$ cat src/pt100_resistance_to_temperature_defines.svh
// ---------------------------------------------------------------------------
// PT100 converter assertion macros
// Concurrent assertion wrappers, compiled out for synthesis.
// ---------------------------------------------------------------------------
`ifndef PT100_RESISTANCE_TO_TEMPERATURE_DEFINES_SVH
`define PT100_RESISTANCE_TO_TEMPERATURE_DEFINES_SVH
`ifndef SYNTHESIS
`define PRT_ASSERT(label, clk, rst_n, prop) \
    label: assert property (@(posedge clk) disable iff (!rst_n) prop) \
        else $error("prt assertion failed");
`define PRT_ASSERT_NR(label, clk, prop) \
    label: assert property (@(posedge clk) prop) \
        else $error("prt assertion failed");
`else
`define PRT_ASSERT(label, clk, rst_n, prop)
`define PRT_ASSERT_NR(label, clk, prop)
`endif
`endif

$ cat src/prt_pkg.sv
// ---------------------------------------------------------------------------
// PT100 converter package
// Resistance table, widths, status codes and controller/datapath structs.
// ---------------------------------------------------------------------------
package prt_pkg;

    localparam int unsigned OHMS_W   = 16;
    localparam int unsigned TEMP_W   = 18;
    localparam int unsigned STATUS_W = 2;
    localparam int unsigned IDX_W    = 7;   // holds 0..96
    localparam int unsigned SEG_W    = 9;   // widest table step is 404
    localparam int unsigned QUO_W    = 10;  // fraction 0..1000
    localparam int unsigned REM_W    = 19;  // 404 * 1000 < 2**19
    localparam int unsigned CNT_W    = 4;
    localparam int unsigned OFFS_W   = 17;  // 94 * 1000 < 2**17

    localparam logic [IDX_W-1:0]  TABLE_LEN  = 7'd96;
    localparam logic [CNT_W-1:0]  DIV_STEPS  = 4'd10;
    localparam logic [REM_W-1:0]  STEP_CENTI = 19'd1000;
    localparam logic signed [TEMP_W-1:0] BASE_CENTI = -18'sd10000;

    localparam logic [STATUS_W-1:0] ST_OK    = 2'd0;
    localparam logic [STATUS_W-1:0] ST_SHORT = 2'd1;
    localparam logic [STATUS_W-1:0] ST_OPEN  = 2'd2;

    // resistance x100 at every 10 C from -100 C
    localparam logic [OHMS_W-1:0] RTD_TABLE [0:95] = '{
        16'd6026,  16'd6430,  16'd6833,  16'd7233,  16'd7633,  16'd8031,
        16'd8427,  16'd8822,  16'd9216,  16'd9609,  16'd10000, 16'd10390,
        16'd10779, 16'd11167, 16'd11554, 16'd11940, 16'd12324, 16'd12708,
        16'd13090, 16'd13471, 16'd13851, 16'd14229, 16'd14607, 16'd14983,
        16'd15358, 16'd15733, 16'd16105, 16'd16477, 16'd16848, 16'd17217,
        16'd17586, 16'd17953, 16'd18319, 16'd18684, 16'd19047, 16'd19410,
        16'd19771, 16'd20131, 16'd20490, 16'd20848, 16'd21205, 16'd21561,
        16'd21915, 16'd22268, 16'd22621, 16'd22972, 16'd23321, 16'd23670,
        16'd24018, 16'd24364, 16'd24709, 16'd25053, 16'd25396, 16'd25738,
        16'd26078, 16'd26418, 16'd26756, 16'd27093, 16'd27429, 16'd27764,
        16'd28098, 16'd28430, 16'd28762, 16'd29092, 16'd29421, 16'd29749,
        16'd30075, 16'd30401, 16'd30725, 16'd31048, 16'd31371, 16'd31692,
        16'd32012, 16'd32330, 16'd32648, 16'd32964, 16'd33279, 16'd33593,
        16'd33906, 16'd34218, 16'd34528, 16'd34838, 16'd35146, 16'd35453,
        16'd35759, 16'd36064, 16'd36367, 16'd36670, 16'd36971, 16'd37271,
        16'd37570, 16'd37868, 16'd38165, 16'd38460, 16'd38755, 16'd39048
    };

    function automatic logic [OHMS_W-1:0] f_rtd(input logic [IDX_W-1:0] idx);
        logic [OHMS_W-1:0] v;
        v = '1;
        if (idx < TABLE_LEN) begin
            v = RTD_TABLE[idx];
        end
        return v;
    endfunction

    typedef struct packed {
        logic load;
        logic search_step;
        logic prep;
        logic mult;
        logic div_step;
        logic finish;
    } t_cmd;

    typedef struct packed {
        logic search_done;
        logic in_range;
        logic div_last;
    } t_sts;

endpackage

$ cat src/pt100_resistance_to_temperature.sv
// An input transaction loads the reading and starts a binary search; in-range
//   readings then go through segment fetch, scaling and 10 divide steps.
// A new reading is accepted only once the sequencer is back in idle, after
//   the previous result has been loaded into the output register.
// A finished result waits in the output register while the next reading runs.
// Reset (synchronous, active low) returns the sequencer to idle and drops
//   o_valid; no table or memory needs clearing.
// ---------------------------------------------------------------------------
// PT100 resistance to temperature converter
// Table search over 96 calibration points, then linear interpolation in
// hundredths of a degree with the fraction truncated.
// ---------------------------------------------------------------------------
module pt100_resistance_to_temperature (
    input  logic                                i_clk,
    input  logic                                i_rst_n,
    // input channel
    input  logic                                i_valid,
    output logic                                o_ready,
    input  logic [prt_pkg::OHMS_W-1:0]          i_ohms_x100,
    // output channel
    output logic                                o_valid,
    input  logic                                i_ready,
    output logic signed [prt_pkg::TEMP_W-1:0]   o_temperature_centi,
    output logic [prt_pkg::STATUS_W-1:0]        o_status
);

    // command and status between sequencer and datapath
    prt_pkg::t_cmd w_cmd;
    prt_pkg::t_sts w_sts;

    // Sequencer: idle -> binary search (one halving per cycle) -> segment
    // fetch -> scale by 1000 -> ten restoring divide steps -> load result.
    // Readings outside the table skip straight from fetch to the result.
    prt_ctrl u_ctrl (
        .i_clk   (i_clk),
        .i_rst_n (i_rst_n),
        .i_valid (i_valid),
        .o_ready (o_ready),
        .o_valid (o_valid),
        .i_ready (i_ready),
        .i_sts   (w_sts),
        .o_cmd   (w_cmd)
    );

    // Datapath: search bounds, segment numerator/denominator, divider and
    // the output register that holds a result until its transaction.
    prt_dp u_dp (
        .i_clk               (i_clk),
        .i_ohms_x100         (i_ohms_x100),
        .i_cmd               (w_cmd),
        .o_sts               (w_sts),
        .o_temperature_centi (o_temperature_centi),
        .o_status            (o_status)
    );

endmodule

$ cat src/prt_dp.sv
// ---------------------------------------------------------------------------
// PT100 converter datapath
// Binary search bounds, segment fetch, scaling and restoring divider.
// ---------------------------------------------------------------------------
module prt_dp (
    input  logic                                i_clk,
    input  logic [prt_pkg::OHMS_W-1:0]          i_ohms_x100,
    input  prt_pkg::t_cmd                       i_cmd,
    output prt_pkg::t_sts                       o_sts,
    output logic signed [prt_pkg::TEMP_W-1:0]   o_temperature_centi,
    output logic [prt_pkg::STATUS_W-1:0]        o_status
);

    logic [prt_pkg::OHMS_W-1:0]        r_ohms;
    logic [prt_pkg::IDX_W-1:0]         r_lo, r_hi;
    logic [prt_pkg::SEG_W-1:0]         r_num, r_den;
    logic [prt_pkg::REM_W-1:0]         r_rem, r_dvs;
    logic [prt_pkg::QUO_W-1:0]         r_quo;
    logic [prt_pkg::CNT_W-1:0]         r_cnt;
    logic signed [prt_pkg::TEMP_W-1:0] r_temp;
    logic [prt_pkg::STATUS_W-1:0]      r_status;

    logic [prt_pkg::IDX_W:0]           w_sum;
    logic [prt_pkg::IDX_W-1:0]         w_mid;
    logic [prt_pkg::IDX_W-1:0]         w_seg;
    logic [prt_pkg::OHMS_W-1:0]        w_below, w_above;
    logic [prt_pkg::OFFS_W-1:0]        w_offs;
    logic signed [prt_pkg::TEMP_W-1:0] w_temp;
    logic                              w_fits;

    assign w_sum   = {1'b0, r_lo} + {1'b0, r_hi};
    assign w_mid   = w_sum[prt_pkg::IDX_W:1];
    assign w_seg   = r_lo - 7'd1;
    assign w_below = prt_pkg::f_rtd(w_seg);
    assign w_above = prt_pkg::f_rtd(r_lo);
    assign w_fits  = (r_rem >= r_dvs);
    assign w_offs  = prt_pkg::OFFS_W'(w_seg) * prt_pkg::OFFS_W'(prt_pkg::STEP_CENTI);
    assign w_temp  = prt_pkg::BASE_CENTI
                   + $signed({1'b0, w_offs})
                   + $signed({{(prt_pkg::TEMP_W-prt_pkg::QUO_W){1'b0}}, r_quo});

    assign o_sts.search_done = (r_lo == r_hi);
    assign o_sts.in_range    = (r_lo != '0) && (r_lo != prt_pkg::TABLE_LEN);
    assign o_sts.div_last    = (r_cnt == 4'd1);

    always_ff @(posedge i_clk) begin
        if (i_cmd.load) begin
            r_ohms <= i_ohms_x100;
            r_lo   <= '0;
            r_hi   <= prt_pkg::TABLE_LEN;
        end
        if (i_cmd.search_step) begin
            if (r_ohms <= prt_pkg::f_rtd(w_mid)) begin
                r_hi <= w_mid;
            end else begin
                r_lo <= w_mid + 7'd1;
            end
        end
        if (i_cmd.prep) begin
            r_num <= prt_pkg::SEG_W'(r_ohms - w_below);
            r_den <= prt_pkg::SEG_W'(w_above - w_below);
        end
        if (i_cmd.mult) begin
            r_rem <= prt_pkg::REM_W'(r_num) * prt_pkg::STEP_CENTI;
            r_dvs <= {r_den, {(prt_pkg::QUO_W-1){1'b0}}, 1'b0} >> 1;
            r_quo <= '0;
            r_cnt <= prt_pkg::DIV_STEPS;
        end
        if (i_cmd.div_step) begin
            if (w_fits) begin
                r_rem <= r_rem - r_dvs;
            end
            r_quo <= {r_quo[prt_pkg::QUO_W-2:0], w_fits};
            r_dvs <= r_dvs >> 1;
            r_cnt <= r_cnt - 4'd1;
        end
        if (i_cmd.finish) begin
            if (r_lo == '0) begin
                r_status <= prt_pkg::ST_SHORT;
                r_temp   <= '0;
            end else if (r_lo == prt_pkg::TABLE_LEN) begin
                r_status <= prt_pkg::ST_OPEN;
                r_temp   <= '0;
            end else begin
                r_status <= prt_pkg::ST_OK;
                r_temp   <= w_temp;
            end
        end
    end

    assign o_temperature_centi = r_temp;
    assign o_status            = r_status;

endmodule

$ cat src/prt_ctrl.sv
// ---------------------------------------------------------------------------
// PT100 converter controller
// Sequences search, scaling and division; owns both handshakes.
// ---------------------------------------------------------------------------
`include "pt100_resistance_to_temperature_defines.svh"

module prt_ctrl (
    input  logic          i_clk,
    input  logic          i_rst_n,
    input  logic          i_valid,
    output logic          o_ready,
    output logic          o_valid,
    input  logic          i_ready,
    input  prt_pkg::t_sts i_sts,
    output prt_pkg::t_cmd o_cmd
);

    typedef enum logic [2:0] {
        S_IDLE,
        S_SEARCH,
        S_PREP,
        S_MULT,
        S_DIV,
        S_FINISH
    } t_state;

    t_state        r_state, n_state;
    logic          r_ready, n_ready;
    logic          r_out_valid, n_out_valid;
    logic          w_out_free;
    prt_pkg::t_cmd w_cmd;

    assign w_out_free = !r_out_valid || i_ready;

    always_comb begin
        n_state     = r_state;
        n_out_valid = r_out_valid && !i_ready;
        w_cmd       = '0;
        case (r_state)
            S_IDLE: begin
                if (i_valid && r_ready) begin
                    w_cmd.load = 1'b1;
                    n_state    = S_SEARCH;
                end
            end
            S_SEARCH: begin
                if (i_sts.search_done) begin
                    n_state = S_PREP;
                end else begin
                    w_cmd.search_step = 1'b1;
                end
            end
            S_PREP: begin
                w_cmd.prep = 1'b1;
                n_state    = i_sts.in_range ? S_MULT : S_FINISH;
            end
            S_MULT: begin
                w_cmd.mult = 1'b1;
                n_state    = S_DIV;
            end
            S_DIV: begin
                w_cmd.div_step = 1'b1;
                if (i_sts.div_last) begin
                    n_state = S_FINISH;
                end
            end
            S_FINISH: begin
                if (w_out_free) begin
                    w_cmd.finish = 1'b1;
                    n_out_valid  = 1'b1;
                    n_state      = S_IDLE;
                end
            end
            default: begin
                n_state = S_IDLE;
            end
        endcase
        n_ready = (n_state == S_IDLE);
    end

    always_ff @(posedge i_clk) begin
        if (!i_rst_n) begin
            r_state     <= S_IDLE;
            r_ready     <= 1'b1;
            r_out_valid <= 1'b0;
        end else begin
            r_state     <= n_state;
            r_ready     <= n_ready;
            r_out_valid <= n_out_valid;
        end
    end

    assign o_ready = r_ready;
    assign o_valid = r_out_valid;
    assign o_cmd   = w_cmd;

    `PRT_ASSERT(a_accept_starts_search, i_clk, i_rst_n, (i_valid && o_ready) |=> (r_state == S_SEARCH))
    `PRT_ASSERT(a_finish_waits, i_clk, i_rst_n, (r_state == S_FINISH && o_valid && !i_ready) |=> (r_state == S_FINISH && o_valid))
    `PRT_ASSERT(a_single_cmd, i_clk, i_rst_n, $onehot0(w_cmd))
    `PRT_ASSERT_NR(a_reset_state, i_clk, !i_rst_n |=> (!o_valid && o_ready))

endmodule
$ cat config.mk
export PLATFORM = sky130hd
export DESIGN_NAME = pt100_resistance_to_temperature
export DESIGN_NICKNAME = d
export VERILOG_FILES = /design/src/prt_pkg.sv /design/src/pt100_resistance_to_temperature.sv /design/src/prt_dp.sv /design/src/prt_ctrl.sv
export VERILOG_INCLUDE_DIRS = /design/src /design/src/src
export SDC_FILE = /design/constraint.sdc
export NUM_CORES = 1
export LEC_CHECK = 0
export ABC_AREA = 1
export BUFFER_PORTS_ARGS = -buffer_cell sky130_fd_sc_hd__clkbuf_2
export CORE_MARGIN = 4
export CORE_UTILIZATION = 50
export DETAILED_ROUTE_END_ITERATION = 12
export PLACE_DENSITY = 0.74
export SETUP_SLACK_MARGIN = 0.3
export SLEW_MARGIN = 20
export SYNTH_ARGS = -nofsm -noshare
export SYNTH_HDL_FRONTEND = slang
export SYNTH_SLANG_ARGS = --single-unit
$ cat constraint.sdc
create_clock -name i_clk -period 8.85 [get_ports i_clk]
set_input_delay 1.3275 -clock i_clk [delete_from_list [all_inputs] [get_ports i_clk]]
set_output_delay 1.3275 -clock i_clk [all_outputs]
set_load 0.01 [all_outputs]
## Word-level counts from Yosys, hierarchy flattened

Memory sizes are Yosys's and may differ from the RTL's.
Index checks and enable logic that the tools add are counted.

- Add/subtract/negate cells: 9
- Multipliers: 2
- Order comparisons: 8
- Equality and inequality tests: 9
- Muxes and demuxes: 43
- Bitwise operators: 3
- Reductions and logical operators: 12

Operator list:

| cell | number |
|---|---|
| 2-to-1 mux 16 bit | 4 |
| 2-to-1 mux 19 bit | 3 |
| 2-to-1 mux 9 bit | 6 |
| 2-to-1 mux 7 bit | 6 |
| greater-or-equal comparator 8 bit (second input constant) | 3 |
| inverter 7 -> 8 bit | 3 |
| less-than comparator 7 bit (second input constant) | 3 |
| 2-to-1 mux 10 bit | 2 |
| greater-or-equal comparator 19 x 18 -> 1 bit | 1 |
| subtractor 19 x 18 -> 19 bit | 1 |
| adder 15 x 18 -> 18 bit (first input constant) | 1 |
| adder 18 x 11 -> 18 bit | 1 |
| 2-to-1 mux 18 bit | 1 |
| case mux 3 bit (6 select lines) | 1 |
| subtractor 9 bit | 2 |
| 2-to-1 mux 17 bit | 1 |
| less-or-equal comparator 16 bit | 1 |
| multiplier 9 x 7 -> 16 bit (second input constant) | 1 |
| 2-to-1 mux 3 bit | 5 |
| multiplier 7 x 7 -> 14 bit (second input constant) | 1 |
| 2-to-1 mux 1 bit | 11 |
| adder 7 x 7 -> 8 bit | 1 |
| 2-to-1 mux 4 bit | 2 |
| adder 7 x 1 -> 7 bit (second input constant) | 1 |
| other kinds (18) | 24 |

- Register bits: 124
- Bits in read-only memories: 6144
- Input bits: 20
- Output and inout port bits: 22
- Logic and storage cells: 104
- Memories: 3

Memories:

| name | depth | width | read ports | clocked after Yosys merged registers in | wr ports | RTL line | text |
|---|---|---|---|---|---|---|---|
| (no name shown) | 128 | 16 | 1 | 0 | 0 | prt_pkg.sv:50 | `v = RTD_TABLE[idx];` |
| (no name shown) | 128 | 16 | 1 | 0 | 0 | prt_pkg.sv:50 |  |
| (no name shown) | 128 | 16 | 1 | 0 | 0 | prt_pkg.sv:50 |  |

## Logic depth before layout (Yosys ltp)

- Word-level depth: 10
- Mapped depth: 35
- Gate-level depth less buffers: 32

## Cells and area by module

From an unflattened synthesis, not the netlist that was laid out.

- Cell total of the unflattened synthesis: 2197
- Area total of the unflattened synthesis: 15102.0 um^2

Modules (own cells, without submodules):

| module | instances | cells an instance | area each (um^2) | sequential area each (um^2) |
|---|---|---|---|---|
| prt_dp | 1 | 2149 | 14804.2 | 3243.1 |
| prt_ctrl | 1 | 48 | 297.8 | 100.1 |

## Worst setup path before layout

No wires, ideal clock.

- Path type: reg-to-reg
- From: register u_dp.r_lo[0] in the netlist's numbering
- To: register u_dp.r_temp, in the netlist u_dp.o_temperature_centi[17] (data pin)
- Library setup time: 255 ps
- Data arrival time: 5841 ps
- Data required time: 8595 ps
- Slack: 2755 ps
- Cell stages (with the launch flop): 31
- Path buffers: 4
- Clock period less this slack: 6095 ps
- Path through: dfxtp_1 buf_2 inv_1 ha_1 inv_1 ha_1 buf_4 inv_1 buf_2 buf_2 nand2_1 nand2_1 xor2_1 fa_1 fa_1 ha_1 ha_1 nand2_1 inv_1 a21oi_1 nand2_1 nand2_1 nand2_1 a21oi_1 xor2_1 inv_1 ha_1 nand2_1 nand3b_1 a21oi_1 nor2_1

- Longest elaborated chain between the ends: 4
- Elaborated cells between the ends (all ways): 7
- Those cells by class: add/sub: 3; mul: 1; eq/ne: 1; reduce/logical: 2

RTL lines:

| element | RTL line | text |
|---|---|---|
| start: declaration | prt_dp.sv:15 | `logic [prt_pkg::IDX_W-1:0] r_lo, r_hi;` |
| start signal: assignment | prt_dp.sv:56 | `r_lo <= w_mid + 7'd1;` |
| subtractor 7 x 1 -> 7 bit | prt_dp.sv:33 | `assign w_seg = r_lo - 7'd1;` |
| multiplier 7 x 7 -> 14 bit | prt_dp.sv:37 | `assign w_offs = prt_pkg::OFFS_W'(w_seg) * prt_pkg::OFFS_W'(prt_pkg::STEP_CENTI);` |
| adder 15 x 18 -> 18 bit | prt_dp.sv:39 | `+ $signed({1'b0, w_offs})` |
| adder 18 x 11 -> 18 bit | prt_dp.sv:40 | `+ $signed({{(prt_pkg::TEMP_W-prt_pkg::QUO_W){1'b0}}, r_quo});` |
| end signal: assignment | prt_dp.sv:86 | `r_temp <= w_temp;` |
| end: declaration | prt_dp.sv:20 | `logic signed [prt_pkg::TEMP_W-1:0] r_temp;` |

Parallel ways exist; a longest one is shown, timed or not.
A chain may end at the register's enable or synchronous reset.

## Final worst setup path

- From: register u_dp.r_lo[1] in the netlist's numbering
- To: register u_dp.r_temp, in the netlist u_dp.o_temperature_centi[17] (data pin)

The elaborated chain is that of the path after synthesis.

==> flow_summary.toml <==
[status]
outcome = "complete, no violations"

[sta]
rsz0062_at_grt = "no"
setup_viol = 0
maxSlewHeadroom_pct = 31.0
min_period_ns = 7.00
slew_viol_final = 0
fin_crit_sh_pct = 79.1
max_freq_mhz = 143
fin_tns_setup_ns = 0
tightest_slew_ns = 1.03
skew_ns = 0.0140
finalHoldViolations = 0

[yosys]
synthXorXnorAreaFrac_pct = 3.56
synth_area_leaders = "edfxtp_1 17%, ha_1 16%, nand2_1 15%"
yosysTopAreaCell = "edfxtp_1"
ys_async_sr_fraction_pct = 0
synth.most_common_cell = "nand2_1"
avgSynthCellArea_um2 = 6.92
syn_area_um2 = 15300
synth_top_family_by_area = "simple AND/OR/NAND/NOR gates"
synth_nets = 2473
synth_adder_area_share_pct = 21.4
synth_edf_count = 86
ys_ff_latch = 124
synth_commonest_cells = "595 x nand2_1, 284 x inv_1, 197 x nand3_1, 193 x ha_1, 161 x nor2_1"
synth_top_area_share_pct = 16.8
ys_types = 54
muxShareOfSynthArea_pct = 0
ys_warn_count = 0
seq_area_frac_synth_pct = 21.8
synth_ff_type = "edfxtp_1"
synth_compound_area_share_pct = 14.5
synthCells = 2217
synthSimpleGateAreaFrac_pct = 28.8

[setup_path]
cp-end-kind = "flip-flop"
worstPathMaxFanout = 27
required_ns = 9.03
startpoint_type = "flip-flop"
path_class = "flip-flop to flip-flop"
arrival_ns = 7.18

[drt]
drcViolationCount = 0
wire_per_inst_um = 18.0
ant_nets = 0
vias_per_cell = 5.82
drt_pass1_iterations = 8
vias = 15300
drtIter0Drc = 1638
routed_wl_mm = 47.1

[place]
io_buffers = 41
dpl.cell_count = 2592
hpwl_mm = 35.5
gp_congestion = 1.01

[die]
fp-row-count = 63
io_pins = 42
coreArea_um2 = 30000
die_y_um = 183
dieArea_um2 = 33500
initial_core_util_pct = 51.2
die-width_um = 183

[finish]
antennaDiodeCount = 0
fillers = 2916
drive_gt1_share_pct = 6.36
nNetsFinal = 2477
fin_cells = 2624
area_growth_syn_to_layout_pct = 6.43

[clock_network]
cts.sinks = 124
clk_latency_ns = 0.44
cts_post_setup_buffers_inserted = 0
clockRootBuffer = "clkbuf_16"
htreeDepth = 4
cts_tree = "built"
clockBufferDepth = 2
cts_made_buffers = 17
ctsResizeCount = 0
holdBufCountCts = 0
clk_pin_slew_ns = 0.06

[global_routing]
grt_pass1_vias = 14500
grt_usage_pct = 27.9
grt_max_degree = 62
antenna_found_initial = 0
gr-total-overflow = 0
grt_first_pass_wirelength_mm = 76.0

[flow_run]
drv_cap = 0

[hold_path]
hold_class = "flip-flop to flip-flop"
-- final cells by class --
type | instances | area, um^2 | share of cell area, %
multi-input combinational | 1724 | 10500 | 64.2
sequential | 124 | 3340 | 20.5
inverter | 295 | 1110 | 6.82
tap | 390 | 488 | 2.99
clock buffer | 20 | 478 | 2.93
timing repair buffer | 59 | 340 | 2.09
clock inverter | 12 | 87.6 | 0.537
-- worst max-delay path, stage by stage, from the launching register on --
cell      delay, ns
dfxtp_1        0.72
inv_1          0.47
ha_1           0.46
nand2_4        0.17
xor2_4         0.14
buf_4          0.31
nand2_1        0.28
nand2_1        0.12
inv_1          0.08
fa_1           0.51
inv_1          0.06
fa_1           0.48
fa_1           0.51
inv_1          0.04
ha_1           0.34
a21oi_1        0.19
o21ai_0        0.18
xor2_1         0.18
ha_1           0.37
nand2_1        0.07
inv_1          0.08
nand3_1        0.06
o21ai_0        0.39
nand3_1        0.14
nand2_1        0.11
nand3b_1       0.09
a21oi_1        0.14
nor2_1         0.06
-- sequential cells by signal (all words and copies together), names as in the netlist, 4 cells and up --
register / count
u_dp.r_cnt: 4
u_dp.r_lo: 7
u_dp.r_den: 9
u_dp.o_temperature_centi: 18
u_dp.r_quo: 10
u_dp.r_hi: 7
u_dp.r_num: 9
u_dp.r_dvs: 18
u_dp.r_rem: 19
u_dp.r_ohms: 16
-- cells by family after synthesis --
group / after synthesis
and+or+nand+nor: 1043
xor gates and xnor gates: 55
AOI/OAI and AO/OA: 390
DFF: 124
adders and majority gates: 236
buffers and inverters: 369
-- worst paths after layout --
check,start,endpoint,slack [ns],cells past startpoint
max,u_dp.r_lo[1],u_dp.o_temperature_centi[17],1.85,27
min,u_dp.r_rem[0],u_dp.r_rem[0],0.50,2
max reg2reg,u_dp.r_lo[1],u_dp.o_temperature_centi[17],1.85,27
min reg2reg,u_dp.r_rem[0],u_dp.r_rem[0],0.50,2
-- layer usage --
metal / GRT usage, % / vias up / share of wire (%)
met5: 0 / - / 0
met1: 38.5 / 7028 / 44
met4: 11.6 / 0 / 4.1
met2: 43.9 / 700 / 45
li1: - / 7401 / -
met3: 4.15 / 152 / 7.3
-- placed cells by master (no fill, tap or decap), types with 18 or more instances in the layout --
cell type / instances
a21oi_1: 132
buf_4: 18
clkbuf_16: 18
clkbuf_2: 41
dfxtp_1: 38
edfxtp_1: 86
fa_1: 43
ha_1: 193
inv_1: 284
nand2_1: 595
nand3_1: 197
nand4_1: 32
nor2_1: 160
o211ai_1: 37
o21ai_0: 136
o21ai_1: 18
xor2_1: 34
-- metrics by stage --
step / util [%] / hold slack, ns / setup slack (ns) / instance area, um^2
2_1_floorplan: - / 0.453 / 2.75 / 15300
3_3_place_gp: 52.6 / 0.464 / 2.26 / 15800
3_5_place_dp: 52.6 / 0.498 / 1.99 / 15800
4_1_cts: 54.5 / 0.511 / 1.93 / 16300
5_1_grt: 54.5 / 0.544 / 1.44 / 16300
6_report: 54.5 / 0.500 / 1.85 / 16300
Power is left out: the tool's default activity adds up to more than one toggle a clock period on the data nets, which glitch-free logic cannot reach.
